[src/design/rht_pkg.sv]
// Shared types and codes for the reference-counted handle table.
`timescale 1ns / 1ps
`default_nettype none

package rht_pkg;

  // request kinds
  localparam logic [1:0] K_GET     = 2'd0;
  localparam logic [1:0] K_RELEASE = 2'd1;
  localparam logic [1:0] K_UPDATE  = 2'd2;
  localparam logic [1:0] K_NONE    = 2'd3;

  // result status codes
  localparam logic [3:0] ST_HIT         = 4'd0;
  localparam logic [3:0] ST_INSERTED    = 4'd1;
  localparam logic [3:0] ST_FULL        = 4'd2;
  localparam logic [3:0] ST_REMOVED     = 4'd3;
  localparam logic [3:0] ST_DECREMENTED = 4'd4;
  localparam logic [3:0] ST_NOT_FOUND   = 4'd5;
  localparam logic [3:0] ST_NULL        = 4'd6;
  localparam logic [3:0] ST_REPLACED    = 4'd7;
  localparam logic [3:0] ST_IGNORED     = 4'd8;

  localparam logic [7:0] COUNT_MAX = 8'hFF;

  typedef struct packed {
    logic [14:0] id;
    logic [31:0] handle;
    logic [7:0]  count;
  } rht_entry_t;

endpackage

`default_nettype wire

[src/design/rht_match.sv]
// Shared key compare unit: matches an entry by asset id or by handle.
`timescale 1ns / 1ps
`default_nettype none

module rht_match (
  input  wire                  by_id,
  input  wire  [14:0]          key_id,
  input  wire  [31:0]          key_handle,
  input  rht_pkg::rht_entry_t  ent,
  output logic                 hit
);
  import rht_pkg::*;

  always_comb begin
    if (by_id) begin
      hit = (ent.id == key_id);
    end else begin
      hit = (ent.handle == key_handle);
    end
  end

endmodule

`default_nettype wire

[config.mk]
export PLATFORM = sky130hd
export DESIGN_NAME = rht_match
export DESIGN_NICKNAME = d
export VERILOG_FILES = /design/src/design/rht_pkg.sv /design/src/design/rht_match.sv
export SDC_FILE = /design/constraint.sdc
export NUM_CORES = 1
export LEC_CHECK = 0
export ABC_AREA = 0
export BUFFER_PORTS_ARGS = -buffer_cell sky130_fd_sc_hd__buf_2
export CAP_MARGIN = 10
export CORE_MARGIN = 5
export CORE_UTILIZATION = 26
export DETAILED_ROUTE_END_ITERATION = 8
export PLACE_DENSITY = 0.91
export SYNTH_ARGS = -nofsm -noshare
export SYNTH_HDL_FRONTEND = slang
export SYNTH_SLANG_ARGS = --single-unit
[constraint.sdc]
create_clock -name vclk -period 1.83
set_clock_uncertainty 0.2 [all_clocks]
set_input_delay 0.183 -clock vclk [all_inputs]
set_output_delay 0.183 -clock vclk [all_outputs]
set_load 0.02 [all_outputs]
==> run metrics, run 1 <==
Post-Route WL approximately 2000 um; area of the multi-input gates approximately 540 um2; post-synthesis sequential area ratio 0; Layout Utilization 0.561; Crit. path cell count 7; First-pass DRT Iterations 4; status complete, but fails checks; Die Y-Extent between 50 and 60 um; total gr overflow 0; Critical Path RT 1.45 ns; CP startpoint key_handle[17]; hold path start by_id; Antenna Nets Post-Route 0; ANT cells 0; Synth Area in XOR/XNOR 0.797; adder-cell share of the synthesized area 0; final hold violation count 0; Filler cells 205; Synthesis Warnings 0; post-route insts no fill 187; worst path bufs/invs 2; detailed placer's ending HPWL 1980 um; FP Rows 16; leading cell type in the layout, fill and taps excluded buf_2; Syn Std Cell Area ~520 um2; first-pass GRT wire length 2740 um; relative slew slack 0.823; Max Cap Violations 0; Nets 265; Setup violations, final 1; worst slew pin tran 0.264 ns; share of cells above drive strength 1 0.625; Port Buffers 96; Critical Path Sink hit; 1st-iter DRT viols 3; Peak VDD IR 0.0987 mV; max frequency 0.491 GHz; Fin Setup TNS -0.207 ns; crit-path cells buf_6, xor2_1, nor4_2, nand4_1, or4_4, o21ai_4, buf_6; Die Area 0.00298 mm2; worst hold slack approximately 0.56 ns; Placed Instances 187; Post-Syn Instances 64; clkbuf count 0; critical path's most frequent cell buf_6; Critical Path End Type output pin; main combinational cell family by area after synthesis XOR/XNOR gates; FFs & Latches 0; Hold-fix buffers, CTS 0; vias in the first global route 811; Slew Limit Fails 0; via/cell ratio 4.35; Core Region 0.00192 mm2; Placer Congestion just under 0.7; routed length per instance around 11 um; worst hold path type in2out; antenna violations before repair 0; mean post-synth cell area 8.07 um2; syn_nets 167; I/O pin cnt 104; DR DRC count 0; worst setup path category in2out; GR Util All Layers 0.117; Worst EP arrival around 1.7 ns; post-CTS setup buffer count 0; sequential cell area 0 um2; commonest non-fill, non-tap cells in the layout 93 x buf_2, 28 x xor2_1, 19 x xnor2_1; Worst setup SP type input pin; Die X ~55 um; Tcrit/Tclk final 1.11; post-synth cell types 8; Pwr per Cell Area 197 mW/mm2; unrepaired setup endpoints after global routing yes; Worst Path Max Fanout 1; Pleak 0.557 nW; synthesis-to-finish area growth 108%; Final min period 2.04 ns; slowest cell on the critical path or4_4; Synth Area in Simple Gates 0.194; Max stage delay on crit path 0.54 ns; pre-CTS WS -0.330 ns; initial core utilization 0.269; failing checks setup timing; largest net degree at the start of global routing 3; post-synthesis compound-gate area fraction 0.00969; Top delay family on crit path simple AND/OR/NAND/NOR gates; final worst slack -0.207 ns; multiplexer share of the synthesized area 0; via count 813
synth_stat cells:
cell	number	area, um2
nand3_1	1	5.00
o21ai_1	1	5.00
or4_1	2	15.0
nor3_1	1	5.00
xnor2_1	19	166
nand4_1	6	37.5
nor4_1	6	37.5
xor2_1	28	245
metrics by stage:
step / power (mW) / instance area [um2]
after floorplan: 0.0828 / 528
after global placement: 0.202 / 1040
after detailed placement: 0.208 / 1040
after CTS: 0.211 / 1060
after global routing: 0.233 / 1080
final: 0.213 / 1080
kinds of logic after synthesis:
logic type / Yosys count
AND/OR/NAND/NOR: 16
AO/OA/AOI/OAI: 1
XOR/XNOR: 47
report_power, final:
group | switching [mW] | internal, mW | total, mW
Sequential | 0 | 0 | 0
Combinational | 0.0802 | 0.132 | 0.213
Clock | 0 | 0 | 0
worst min path at each step:
stage / endpoint / depth (start not counted)
after floorplan: hit / 2
after global placement: hit / 4
after detailed placement: hit / 4
after CTS: hit / 4
after global routing: hit / 4
final: hit / 4
area by class of cell:
type                       instances  area share
tap                               27      0.0314
multi-input combinational         64       0.505
timing repair buffer              96       0.463
metal layers:
layer	routed length, um	part of all wire	GRT usage
met1	655	0.32	0.119
met2	1100	0.54	0.264
met3	277	0.14	0.00545
met4	0	0	0
met5	0	0	0
timing repair:
action	in CTS	in global routing
resized for setup	4	3
pin swaps	2	3
setup endpoints to repair	1	1
Power figures use the tool's default switching activity.
==> inputs of run 2 (changes only) <==
--- a/config.mk
+++ b/config.mk
@@ -11,7 +11,7 @@
 export CORE_MARGIN = 5
 export CORE_UTILIZATION = 26
 export DETAILED_ROUTE_END_ITERATION = 8
-export PLACE_DENSITY = 0.91
+export PLACE_DENSITY = 0.8
 export SYNTH_ARGS = -nofsm -noshare
 export SYNTH_HDL_FRONTEND = slang
 export SYNTH_SLANG_ARGS = --single-unit
==> run metrics, run 2 (same netlist as run 1, synthesis figures left out) <==
Post-Route WL 2100 um (was 2030 um); Tcrit/Tclk final 1.12 (was 1.11); synthesis-to-finish area growth 110% (was 108%); clkbuf count 0 (unchanged); NetSw 0.0822 mW (was 0.0802 mW); Setup violations, final 1 (unchanged); Placed Instances 187 (unchanged); P_int 0.133 mW (was 0.132 mW); worst slew pin tran 0.257 ns (was 0.264 ns); status complete, but fails checks (unchanged); commonest non-fill, non-tap cells in the layout 93 x buf_2, 27 x xor2_1, 19 x xnor2_1 (was 93 x buf_2, 28 x xor2_1, 19 x xnor2_1); Die Area 0.00298 mm2 (unchanged); via/cell ratio 4.34 (was 4.35); I/O pin cnt 104 (unchanged); post-route insts no fill 187 (unchanged); Max Cap Violations 0 (unchanged); final hold violation count 0 (unchanged); routed length per instance 11.2 um (was 10.9 um); pre-CTS WS -0.325 ns (was -0.330 ns); Pleak 0.558 nW (was 0.557 nW); leading cell type in the layout, fill and taps excluded buf_2 (unchanged); post-CTS setup buffer count 0 (unchanged); antenna violations before repair 0 (unchanged); Die X 54.6 um (unchanged); Die Y-Extent 54.6 um (unchanged); share of cells above drive strength 1 0.631 (was 0.625); via count 811 (was 813); Port Buffers 96 (unchanged); Hold-fix buffers, CTS 0 (unchanged); failing checks setup timing (unchanged); Core Region 0.00192 mm2 (unchanged); relative slew slack 0.827 (was 0.823); Critical Path RT 1.45 ns (about the same); initial core utilization 0.269 (unchanged); FFs & Latches 0 (unchanged); vias in the first global route 788 (was 811); Placer Congestion 0.693 (was 0.681); Nets 265 (unchanged); Sw Ratio 0.382 (was 0.377); sequential cell area 0 um2 (unchanged); Antenna Nets Post-Route 0 (unchanged); Pwr per Cell Area 199 mW/mm2 (was 197 mW/mm2); Tot Pwr 0.215 mW (was 0.213 mW); worst hold path type in2out (unchanged); Final min period 2.05 ns (was 2.04 ns); unrepaired setup endpoints after global routing yes (unchanged); GR Util All Layers 0.123 (was 0.117); Worst setup SP type input pin (unchanged); Peak VDD IR 0.103 mV (was 0.0987 mV); worst setup path category in2out (unchanged); Worst Path Max Fanout 1 (unchanged); largest net degree at the start of global routing 3 (unchanged); total gr overflow 0 (unchanged); First-pass DRT Iterations 1 (was 4); DR DRC count 0 (unchanged); Logic pwr share 1.000 (about the same); FP Rows 16 (unchanged); Critical Path End Type output pin (unchanged); 1st-iter DRT viols 0 (was 3); Worst EP arrival 1.66 ns (was 1.65 ns); Fin Setup TNS -0.215 ns (was -0.207 ns); Flop pwr share 0 (about the same); first-pass GRT wire length 2810 um (was 2740 um); max frequency 0.489 GHz (was 0.491 GHz); final worst slack -0.215 ns (was -0.207 ns); detailed placer's ending HPWL 2020 um (was 1980 um); clock power share 0 (about the same); Slew Limit Fails 0 (unchanged); ANT cells 0 (unchanged)
-- run 2: cell counts in the layout (fill, tap and decap cells not counted) --
No cell type changed its count.
-- run 2: cell type report --
cell class	instances	area, um2
multi-input combinational	64	552
tap	27	33.8
fill	203	837
timing repair buffer	96	499
-- run 2: final timing paths --
check | endpoint | slack [ns] | start | cells after the start
setup / recovery | hit | -0.22 | key_handle[8] | 7
hold / removal | hit | 0.55 | by_id | 4
-- run 2: power groups by stage --
stage | Clock [mW] | Combinational [mW] | Sequential, mW
after detailed placement | 0 | 0.210 | 0
after floorplan | 0 | 0.0828 | 0
after global routing | 0 | 0.237 | 0
after global placement | 0 | 0.200 | 0
after CTS | 0 | 0.213 | 0
final | 0 | 0.215 | 0
-- run 2: metrics by stage --
step / cell area, um2 / utilization / hold slack, ns
global placement: 1040 / 0.542 / 0.598
finish: 1080 / 0.564 / 0.548
floorplan: 528 / - / 0.368
CTS: 1060 / 0.551 / 0.557
global route: 1080 / 0.564 / 0.569
detailed placement: 1040 / 0.542 / 0.605
-- run 2: metal layers --
layer	global-route usage	up-vias	wire length, um
li1	-	414	-
met1	0.117	342	583
met2	0.272	51	1200
met3	0.0136	4	288
met4	0.0166	0	25
met5	0	-	0
-- run 2: timing repair --
| item | CTS | global route |
|---|---|---|
| resized for setup | 4 | 4 |
| endpoints found under the setup margin | 1 | 1 |
| gates cloned | 0 | 0 |
| pin swaps | 1 | 2 |
-- run 2: worst max-delay path, stage by stage --
cell and delay [ns]:
buf_2 0.11, xor2_1 0.15, nor4_1 0.29, nand4_1 0.13, or4_4 0.54, o21ai_4 0.13, buf_6 0.13
==> inputs of run 3 (changes only) <==
--- a/config.mk
+++ b/config.mk
@@ -8,6 +8,7 @@
 export ABC_AREA = 0
 export BUFFER_PORTS_ARGS = -buffer_cell sky130_fd_sc_hd__buf_2
 export CAP_MARGIN = 10
+export CORE_ASPECT_RATIO = 0.75
 export CORE_MARGIN = 5
 export CORE_UTILIZATION = 26
 export DETAILED_ROUTE_END_ITERATION = 8
==> constraint.sdc (replaced) <==
create_clock -name vclk -period 1.83
set_clock_uncertainty 0.2 [all_clocks]
set_input_delay 0.0915 -clock vclk [all_inputs]
set_output_delay 0.0915 -clock vclk [all_outputs]
set_load 0.02 [all_outputs]
==> run metrics, run 3 (same netlist as run 1, synthesis figures left out) <==
status complete, but fails checks (unchanged); failing checks setup timing (unchanged); Setup violations, final 1 (unchanged); crit-path cells buf_6, xor2_1, nor4_2, nand4_1, or4_4, o21ai_2, buf_4 (was buf_2, xor2_1, nor4_1, nand4_1, or4_4, o21ai_4, buf_6); sequential cell area 0 um2 (unchanged); Worst EP arrival 1.57 ns (was 1.66 ns); leading cell type in the layout, fill and taps excluded buf_2 (unchanged); GR Util All Layers 0.121 (was 0.123); Worst Path Max Fanout 1 (unchanged); worst hold slack 0.372 ns (was 0.548 ns); via/cell ratio 4.42 (was 4.34); synthesis-to-finish area growth 104% (was 110%); FP Rows 14 (was 16); Die X 61.5 um (was 54.6 um); detailed placer's ending HPWL 2050 um (was 2020 um); unrepaired setup endpoints after global routing yes (unchanged); Die Area 0.00299 mm2 (was 0.00298 mm2); Filler cells 204 (was 203); clkbuf count 0 (unchanged); relative slew slack 0.833 (was 0.827); largest net degree at the start of global routing 3 (unchanged); antenna violations before repair 0 (unchanged); Nets 265 (unchanged); worst path bufs/invs 2 (unchanged); area of the multi-input gates 537 um2 (was 552 um2); routed length per instance 11.7 um (was 11.2 um); Pleak 0.553 nW (was 0.558 nW); hold path start by_id (unchanged); Max Cap Violations 0 (unchanged); initial core utilization 0.266 (was 0.269); via count 814 (was 811); I/O pin cnt 104 (unchanged); FFs & Latches 0 (unchanged); Min-Delay Endpoint hit (unchanged); 1st-iter DRT viols 4 (was 0); Critical Path End Type output pin (unchanged); worst hold path type in2out (unchanged); max frequency 0.537 GHz (was 0.489 GHz); Final min period 1.86 ns (was 2.05 ns); Pwr per Cell Area 202 mW/mm2 (was 199 mW/mm2); Antenna Nets Post-Route 0 (unchanged); vias in the first global route 812 (was 788); slowest cell on the critical path or4_4 (unchanged); Placer Congestion 0.726 (was 0.693); final hold violation count 0 (unchanged); first-pass GRT wire length 2930 um (was 2810 um); ANT cells 0 (unchanged); post-CTS setup buffer count 0 (unchanged); Core Region 0.00194 mm2 (was 0.00192 mm2); Slew Limit Fails 0 (unchanged); Hold Crit Depth 4 (unchanged); Tcrit/Tclk final 1.02 (was 1.12); Top delay family on crit path simple AND/OR/NAND/NOR gates (unchanged); Layout Utilization 0.543 (was 0.564); Worst setup SP type input pin (unchanged); Critical Path RT 1.54 ns (was 1.45 ns); Peak VDD IR 0.124 mV (was 0.103 mV); Post-Route WL 2150 um (was 2100 um); Die Y-Extent 48.6 um (was 54.6 um); worst setup path category in2out (unchanged); commonest non-fill, non-tap cells in the layout 94 x buf_2, 28 x xor2_1, 19 x xnor2_1 (was 93 x buf_2, 27 x xor2_1, 19 x xnor2_1); First-pass DRT Iterations 2 (was 1); Fin Setup TNS -0.0317 ns (was -0.215 ns); Port Buffers 96 (unchanged); Tot Pwr 0.213 mW (was 0.215 mW); pre-CTS WS -0.145 ns (was -0.325 ns); worst slew pin tran 0.248 ns (was 0.257 ns); share of cells above drive strength 1 0.625 (was 0.631); DR DRC count 0 (unchanged); Max stage delay on crit path 0.53 ns (was 0.54 ns); total gr overflow 0 (unchanged); final worst slack -0.0317 ns (was -0.215 ns)
[run 3: power by group]
part | switching, mW | internal, mW | leakage (nW)
logic | 0.0819 | 0.131 | 0.553
registers | 0 | 0 | 0
clock network | 0 | 0 | 0
total | 0.0819 | 0.131 | 0.553
[run 3: final cells by class]
class / instances / share of cell area
multi-input combinational: 64 / 0.508
tap: 24 / 0.0284
timing repair buffer: 96 / 0.463
[run 3: routing by layer]
layer	global-route usage	wire [um]	up-vias
met5	0	0	-
met4	0.00707	12	0
li1	-	-	415
met2	0.255	1160	52
met3	0.0239	320	2
met1	0.119	652	345
[run 3: worst max-delay path by stage]
stage | to | cells after the start | slack (ns) | startpoint
after floorplan | hit | 5 | 0.10 | key_handle[19]
after global placement | hit | 7 | -0.15 | key_handle[12]
after detailed placement | hit | 7 | -0.14 | key_handle[12]
after CTS | hit | 7 | -0.08 | ent[25]
after global routing | hit | 7 | -0.10 | key_handle[14]
final | hit | 7 | -0.03 | ent[25]
[run 3: tightest hold or removal path: cells and delay by family]
family / cells / cell delay, ns
buf+inv: 2 / 0.23
simple gates: 1 / 0.12
compound gates: 1 / 0.04
[run 3: timing repair]
action	in CTS	in global routing
endpoints found under the hold margin	0	0
pin swaps	6	4
resized for setup	3	3
hold buffers	0	0
endpoints found under the setup margin	1	1
cloned	0	0
[run 3: through the flow]
step / cell area (um2) / instances
final: 1060 / 184
after global routing: 1060 / 184
after CTS: 1040 / 184
after detailed placement: 1030 / 184
after global placement: 1030 / 184
after floorplan: 517 / 64
